`src/hw/rtl/scp_pkg.sv`:
```
`timescale 1ns / 1ps

package scp_pkg;

    localparam int ANGLE_WIDTH_DEF     = 32;
    localparam int VALUE_FRAC_BITS_DEF = 30;

    localparam int WF      = 56;
    localparam int MQ_W    = 64;
    localparam int OP_W    = 62;
    localparam int LO_W    = 31;
    localparam int HI_W    = OP_W - LO_W;
    localparam int PROD_W  = 2 * OP_W;
    localparam int N_STEPS = 4;
    localparam int NSTAGE  = 20;

    typedef logic signed [OP_W-1:0] t_op;
    typedef logic [MQ_W-1:0]        t_mq;

    typedef struct packed {
        logic req;
        t_op  x;
        t_op  x2;
    } t_side;

    localparam t_mq PI_MQ     = 64'h0324_3F6A_8885_A309;
    localparam t_mq TWO_PI_MQ = 64'h0648_7ED5_110B_4612;
    localparam t_mq ONE_MQ    = t_mq'(1) << WF;

    localparam t_op PI_OP     = t_op'(PI_MQ);
    localparam t_op TWO_PI_OP = t_op'(TWO_PI_MQ);
    localparam t_op ONE_OP    = t_op'(ONE_MQ);

    localparam int MAX_TURNS = int'(((t_mq'(1) << (MQ_W - 1)) + PI_MQ) / TWO_PI_MQ);

    typedef logic [MAX_TURNS-1:0][MQ_W-1:0] t_turn_tbl;

    function automatic t_turn_tbl turn_thr();
        t_turn_tbl tbl;
        for (int k = 0; k < MAX_TURNS; k++) begin
            tbl[k] = t_mq'(2 * k + 1) * PI_MQ;
        end
        return tbl;
    endfunction

    function automatic t_turn_tbl turn_prod();
        t_turn_tbl tbl;
        for (int k = 0; k < MAX_TURNS; k++) begin
            tbl[k] = t_mq'(k + 1) * TWO_PI_MQ;
        end
        return tbl;
    endfunction

    localparam t_turn_tbl TURN_THR  = turn_thr();
    localparam t_turn_tbl TURN_PROD = turn_prod();

    localparam t_op C_R2      = t_op'((ONE_MQ + t_mq'(1)) / t_mq'(2));
    localparam t_op C_R6      = t_op'((ONE_MQ + t_mq'(3)) / t_mq'(6));
    localparam t_op C_R24     = t_op'((ONE_MQ + t_mq'(12)) / t_mq'(24));
    localparam t_op C_R120    = t_op'((ONE_MQ + t_mq'(60)) / t_mq'(120));
    localparam t_op C_R720    = t_op'((ONE_MQ + t_mq'(360)) / t_mq'(720));
    localparam t_op C_R5040   = t_op'((ONE_MQ + t_mq'(2520)) / t_mq'(5040));
    localparam t_op C_R40320  = t_op'((ONE_MQ + t_mq'(20160)) / t_mq'(40320));
    localparam t_op C_R362880 = t_op'((ONE_MQ + t_mq'(181440)) / t_mq'(362880));

    typedef logic [N_STEPS-1:0][OP_W-1:0] t_coef_tbl;

    localparam t_coef_tbl SIN_C = {ONE_OP, C_R6, C_R120, C_R5040};
    localparam t_coef_tbl COS_C = {ONE_OP, C_R2, C_R24, C_R720};

    localparam t_op SIN_LEAD = C_R362880;
    localparam t_op COS_LEAD = C_R40320;

endpackage

```
`src/hw/rtl/scp_outq.sv`:
```
`timescale 1ns / 1ps

module scp_outq #(
    parameter int VALUE_FRAC_BITS = scp_pkg::VALUE_FRAC_BITS_DEF
) (
    input  logic                          i_clk,
    input  logic                          i_rst_n,
    input  logic                          i_valid,
    input  scp_pkg::t_op                  i_y,
    input  logic                          i_stall,
    output logic                          o_valid,
    output logic [VALUE_FRAC_BITS+1:0]    o_value,
    output logic                          o_hold
);

    localparam int OP_W = scp_pkg::OP_W;
    localparam int VW   = VALUE_FRAC_BITS + 2;
    localparam int SH   = scp_pkg::WF - VALUE_FRAC_BITS;
    localparam int VF_W = OP_W + 1 - SH;

    logic signed [OP_W:0]   w_ye;
    logic signed [OP_W:0]   w_sum;
    logic signed [VF_W-1:0] w_full;
    logic                   w_ovf;
    logic [VW-1:0]          w_val;
    logic                   w_take;
    logic                   w_in;
    logic                   n_o_vld;
    logic                   n_k_vld;
    logic [VW-1:0]          n_o_val;
    logic [VW-1:0]          n_k_val;
    logic                   r_o_vld;
    logic                   r_k_vld;
    logic [VW-1:0]          r_o_val;
    logic [VW-1:0]          r_k_val;

    assign w_ye   = (OP_W + 1)'(i_y);
    assign w_sum  = w_ye + ((OP_W + 1)'(1) <<< (SH - 1)) - (OP_W + 1)'(i_y[OP_W-1]);
    assign w_full = w_sum[OP_W:SH];
    assign w_ovf  = w_full[VF_W-1:VW-1] != {(VF_W - VW + 1){w_full[VF_W-1]}};
    assign w_val  = w_ovf ? {w_full[VF_W-1], {(VW - 1){~w_full[VF_W-1]}}} : w_full[VW-1:0];

    assign w_take = r_o_vld && !i_stall;
    assign w_in   = i_valid && !r_k_vld;

    always_comb begin
        n_o_vld = r_o_vld && !w_take;
        n_k_vld = r_k_vld;
        n_o_val = r_o_val;
        n_k_val = r_k_val;
        if (r_k_vld) begin
            if (w_take) begin
                n_o_vld = 1'b1;
                n_o_val = r_k_val;
                n_k_vld = 1'b0;
            end
        end else if (w_in) begin
            if (!r_o_vld || w_take) begin
                n_o_vld = 1'b1;
                n_o_val = w_val;
            end else begin
                n_k_vld = 1'b1;
                n_k_val = w_val;
            end
        end
    end

    always_ff @(posedge i_clk) begin
        if (!i_rst_n) begin
            r_o_vld <= 1'b0;
            r_k_vld <= 1'b0;
        end else begin
            r_o_vld <= n_o_vld;
            r_k_vld <= n_k_vld;
        end
    end

    always_ff @(posedge i_clk) begin
        r_o_val <= n_o_val;
        r_k_val <= n_k_val;
    end

    assign o_valid = r_o_vld;
    assign o_value = r_o_val;
    assign o_hold  = r_k_vld;

endmodule

```
`config.mk`:
```
export PLATFORM = sky130hd
export DESIGN_NAME = scp_outq
export DESIGN_NICKNAME = d
export VERILOG_FILES = /design/src/hw/rtl/scp_pkg.sv /design/src/hw/rtl/scp_outq.sv
export SDC_FILE = /design/constraint.sdc
export NUM_CORES = 1
export LEC_CHECK = 0
export BUFFER_PORTS_ARGS = -buffer_cell sky130_fd_sc_hd__buf_2
export CAP_MARGIN = 20
export CORE_MARGIN = 10
export CORE_UTILIZATION = 25
export CTS_BUF_LIST = sky130_fd_sc_hd__clkbuf_16
export DETAILED_ROUTE_END_ITERATION = 6
export GPL_ROUTABILITY_DRIVEN = 0
export PLACE_DENSITY_LB_ADDON = 0.1
export SLEW_MARGIN = 30
export SYNTH_ARGS = -nofsm -noshare
export SYNTH_HDL_FRONTEND = slang
export SYNTH_SLANG_ARGS = --single-unit
```
`constraint.sdc`:
```
create_clock -name i_clk -period 8.5 [get_ports i_clk]
set_input_delay 0.85 -clock i_clk [delete_from_list [all_inputs] [get_ports i_clk]]
set_output_delay 0.85 -clock i_clk [all_outputs]
set_load 0.05 [all_outputs]
```
==> impl_metrics.tcl <==
set metrics [dict create \
    run_status "complete, no violations" \
    hp-class "reg -> reg" \
    finalSetupTns_ps 0 \
    powerDensity_nw_per_um2 176 \
    die_h_um 189 \
    power_frac_clock 0.250 \
    p_leak_nw 3.38 \
    grt_pass1_wl_um 36000 \
    multiInputGateArea_um2 4890 \
    timing_max_transition_violations_final 0 \
    layout.area.seq_um2 1960 \
    cts_tree "yes" \
    synth_ff_type "sky130_fd_sc_hd__edfxtp_1" \
    initial_utilization 0.256 \
    cts-hold-fix-buffers 0 \
    route.detailed.wl_per_inst_um 17.8 \
    setup_viol 0 \
    final_hold_vio_count 0 \
    number_of_synthesized_register_bits 66 \
    finalWirelength_um 22500 \
    hold_depth 2 \
    share_comb_of_total_power 0.467 \
    worst_reg2reg_path_depth 5 \
    pin_count 100 \
    cts.root.buffer_cell "sky130_fd_sc_hd__clkbuf_16" \
    endpoint_kind "flop" \
    drcViolationCount 0 \
    post_detailed_placement_half_perimeter_wirelength_um 18500 \
    min_from "r_k_val[14]$_DFFE_PP_" \
    netlist_instances 800 \
    layout.cells.non_filler 1266 \
    place.detailed.instances 1250 \
    p_sw_w 0.000609 \
    worstPathArrival_ps 5460 \
    drt_pre_antenna_iters 7 \
    internal_power_summed_over_all_cells_w 0.000854 \
    worst_ep_required_time_ps 8540 \
    reg2reg_from "o_hold$_SDFF_PN0_" \
    r2r_slack_ps 6340 \
    timing.final.crit_period_ps 5430 \
    crit_path_start "i_y[61]" \
    first_global_vias 6276 \
    seq_power_share 0.283 \
    grt_antenna_before_repair 0 \
    htree_levels 3 \
    async_reset_ff_frac 0 \
    crit_path_start_kind "input pin" \
    register_area_share_after_synthesis 0.274 \
    min_period_over_period 0.639 \
    synth.lib_cells_used.distinct 75 \
    cts-resized-gates 0 \
    port_buffers 99 \
    worst_skew_pair.late_latency_ps 330 \
    syn-cell-area_um2 7160 \
    path_clk_slew_ps 60 \
    synthToLayoutAreaGrowth_pct 15.8 \
    syn_nets 986 \
    crit_fanout 39 \
    postRouteAntennaNets 0 \
    ir_drop_uv 91.5 \
    nFillCells 3020 \
    groute.usage.overall 0.124 \
    die_area_um2 35800 \
    drive_above_1_share 0.191 \
    maximum_number_of_pins_on_one_net_before_global_route_repair 55 \
    layout.cells.most_common "sky130_fd_sc_hd__ha_1" \
    num_vias 6210 \
    rsz0062_at_grt "no" \
    ys.warnings.count 0 \
    tritoncts_num_sinks 66 \
    p_sw_frac 0.416 \
    postCtsSetupBuffers 0 \
    globalRoute.totalOverflow 0 \
    number_of_enable_flip_flop_cells_after_synthesis 64 \
    max_slew_margin 0.418 \
    min_delay_worst_endpoint "o_value[14]$_DFFE_PP_" \
    row_count 61 \
    die_width_um 189 \
    cap_violations 0 \
    syn-mean-instance-area_um2 8.96 \
    cts_buffer_depth 2 \
    dr.first_iter.drc_count 361 \
    regToRegEndpoint "o_value[4]$_DFFE_PP_" \
    floorplan.core_area_um2 28000 \
    worstMarginPinSlew_ps 861 \
    insertedDiodeCount 0 \
    leading_cell_types_in_the_layout_fill_and_taps_excluded "sky130_fd_sc_hd__ha_1 (119), sky130_fd_sc_hd__nor2_1 (105), sky130_fd_sc_hd__buf_2 (99)" \
    tritoncts.num_buffers 9 \
    layout.nets 1069 \
    total_power_w 0.00146 \
    achievable-frequency_ghz 0.184 \
    vias_per_cell 4.91 \
    criticalPathCategory "in -> reg" \
    skew_ps 5.78 \
]
power by group through the flow:
stage	Clock (W)	Combinational, W	Sequential (W)
after floorplan	0	0.000418	0.000508
after global placement	0	0.000690	0.000422
after detailed placement	0	0.000686	0.000421
after CTS	0.000375	0.000691	0.000415
after global routing	0.000390	0.000759	0.000417
final	0.000366	0.000683	0.000414
kinds of logic (layout without fill, tap and decap cells):
family,after synthesis,in the layout,synth area share
AO/OA/AOI/OAI,255,255,0.250
flip-flops,66,66,0.274
buffers and inverters,61,149,0.0458
multiplexers,3,3,0.00437
AND/OR/NAND/NOR,260,260,0.171
adder cells (fa/ha/maj),120,120,0.211
XOR/XNOR,35,35,0.0438
registers in the layout (all words and copies together) (netlist names):
name	flops
o_value	32
o_valid	1
r_k_val	32
o_hold	1
metal layers:
| metal | global-route usage | share of wire | vias to the layer above |
|---|---|---|---|
| met5 | 0 | 0 | - |
| met4 | 0.0253 | 0.0087 | 0 |
| met3 | 0.0186 | 0.036 | 16 |
| met2 | 0.197 | 0.45 | 116 |
| met1 | 0.173 | 0.50 | 2883 |
| li1 | - | - | 3195 |
synthesized netlist by cell type, types with 6 or more instances:
cell | number | area, µm²
sky130_fd_sc_hd__xnor2_1 | 20 | 175
sky130_fd_sc_hd__edfxtp_1 | 64 | 1920
sky130_fd_sc_hd__nor2_1 | 106 | 398
sky130_fd_sc_hd__buf_6 | 7 | 78.8
sky130_fd_sc_hd__nor2b_1 | 6 | 37.5
sky130_fd_sc_hd__a21o_1 | 10 | 75.1
sky130_fd_sc_hd__o21ai_1 | 12 | 60.1
sky130_fd_sc_hd__clkbuf_1 | 13 | 48.8
sky130_fd_sc_hd__buf_2 | 9 | 45.0
sky130_fd_sc_hd__ha_1 | 119 | 1490
sky130_fd_sc_hd__and2_1 | 6 | 37.5
sky130_fd_sc_hd__o21bai_1 | 8 | 60.1
sky130_fd_sc_hd__a211oi_1 | 8 | 60.1
sky130_fd_sc_hd__o21ai_0 | 39 | 195
sky130_fd_sc_hd__o31ai_1 | 9 | 67.6
sky130_fd_sc_hd__a21oi_1 | 83 | 415
sky130_fd_sc_hd__nand3_1 | 13 | 65.1
sky130_fd_sc_hd__nand2_1 | 66 | 248
sky130_fd_sc_hd__o21a_1 | 10 | 75.1
sky130_fd_sc_hd__xor2_1 | 14 | 123
sky130_fd_sc_hd__a41oi_1 | 6 | 52.6
sky130_fd_sc_hd__nor3_1 | 7 | 35.0
sky130_fd_sc_hd__a311oi_1 | 8 | 70.1
sky130_fd_sc_hd__a211oi_2 | 19 | 238
sky130_fd_sc_hd__nand4_1 | 22 | 138
sky130_fd_sc_hd__o211ai_1 | 9 | 67.6
sky130_fd_sc_hd__a21boi_0 | 6 | 45.0
sky130_fd_sc_hd__inv_1 | 24 | 90.1
worst max-delay path: stages:
cell	delay, ps
sky130_fd_sc_hd__buf_2	130
sky130_fd_sc_hd__inv_2	530
sky130_fd_sc_hd__ha_1	360
sky130_fd_sc_hd__ha_1	340
sky130_fd_sc_hd__a211oi_1	240
sky130_fd_sc_hd__nor3b_1	90
sky130_fd_sc_hd__a2111oi_0	690
sky130_fd_sc_hd__a311oi_1	260
sky130_fd_sc_hd__or3_1	440
sky130_fd_sc_hd__a21o_1	230
sky130_fd_sc_hd__xnor2_2	200
sky130_fd_sc_hd__a41oi_1	150
sky130_fd_sc_hd__buf_4	250
sky130_fd_sc_hd__inv_1	500
sky130_fd_sc_hd__a311oi_2	190
worst max-delay path by stage:
stage	slack, ps	end	depth (start not counted)
2_1_floorplan	3230	o_value[11]$_DFFE_PP_	14
3_3_place_gp	2570	o_value[4]$_DFFE_PP_	15
3_5_place_dp	2610	o_value[23]$_DFFE_PP_	16
4_1_cts	2960	o_value[23]$_DFFE_PP_	16
5_1_grt	2560	o_value[12]$_DFFE_PP_	16
6_report	3070	o_value[23]$_DFFE_PP_	15
stage by stage:
step                      hold slack, ps  instance area (µm²)  worst slack (ps)   util
after floorplan                      500                 7160              3230      -
after global placement               521                 7970              2570  0.284
after detailed placement             530                 8000              2610  0.286
after CTS                            544                 8300              2960  0.296
after global routing                 565                 8300              2560  0.296
final                                539                 8300              3070  0.296
cell type report:
class | instances | area share
Multi-Input combinational cell | 673 | 0.590
Sequential cell | 66 | 0.237
Timing Repair Buffer | 107 | 0.0688
Tap cell | 378 | 0.0570
Clock buffer | 9 | 0.0271
Inverter | 26 | 0.0121
Clock inverter | 7 | 0.00845
No activity file was read; power rests on OpenSTA's default activity.
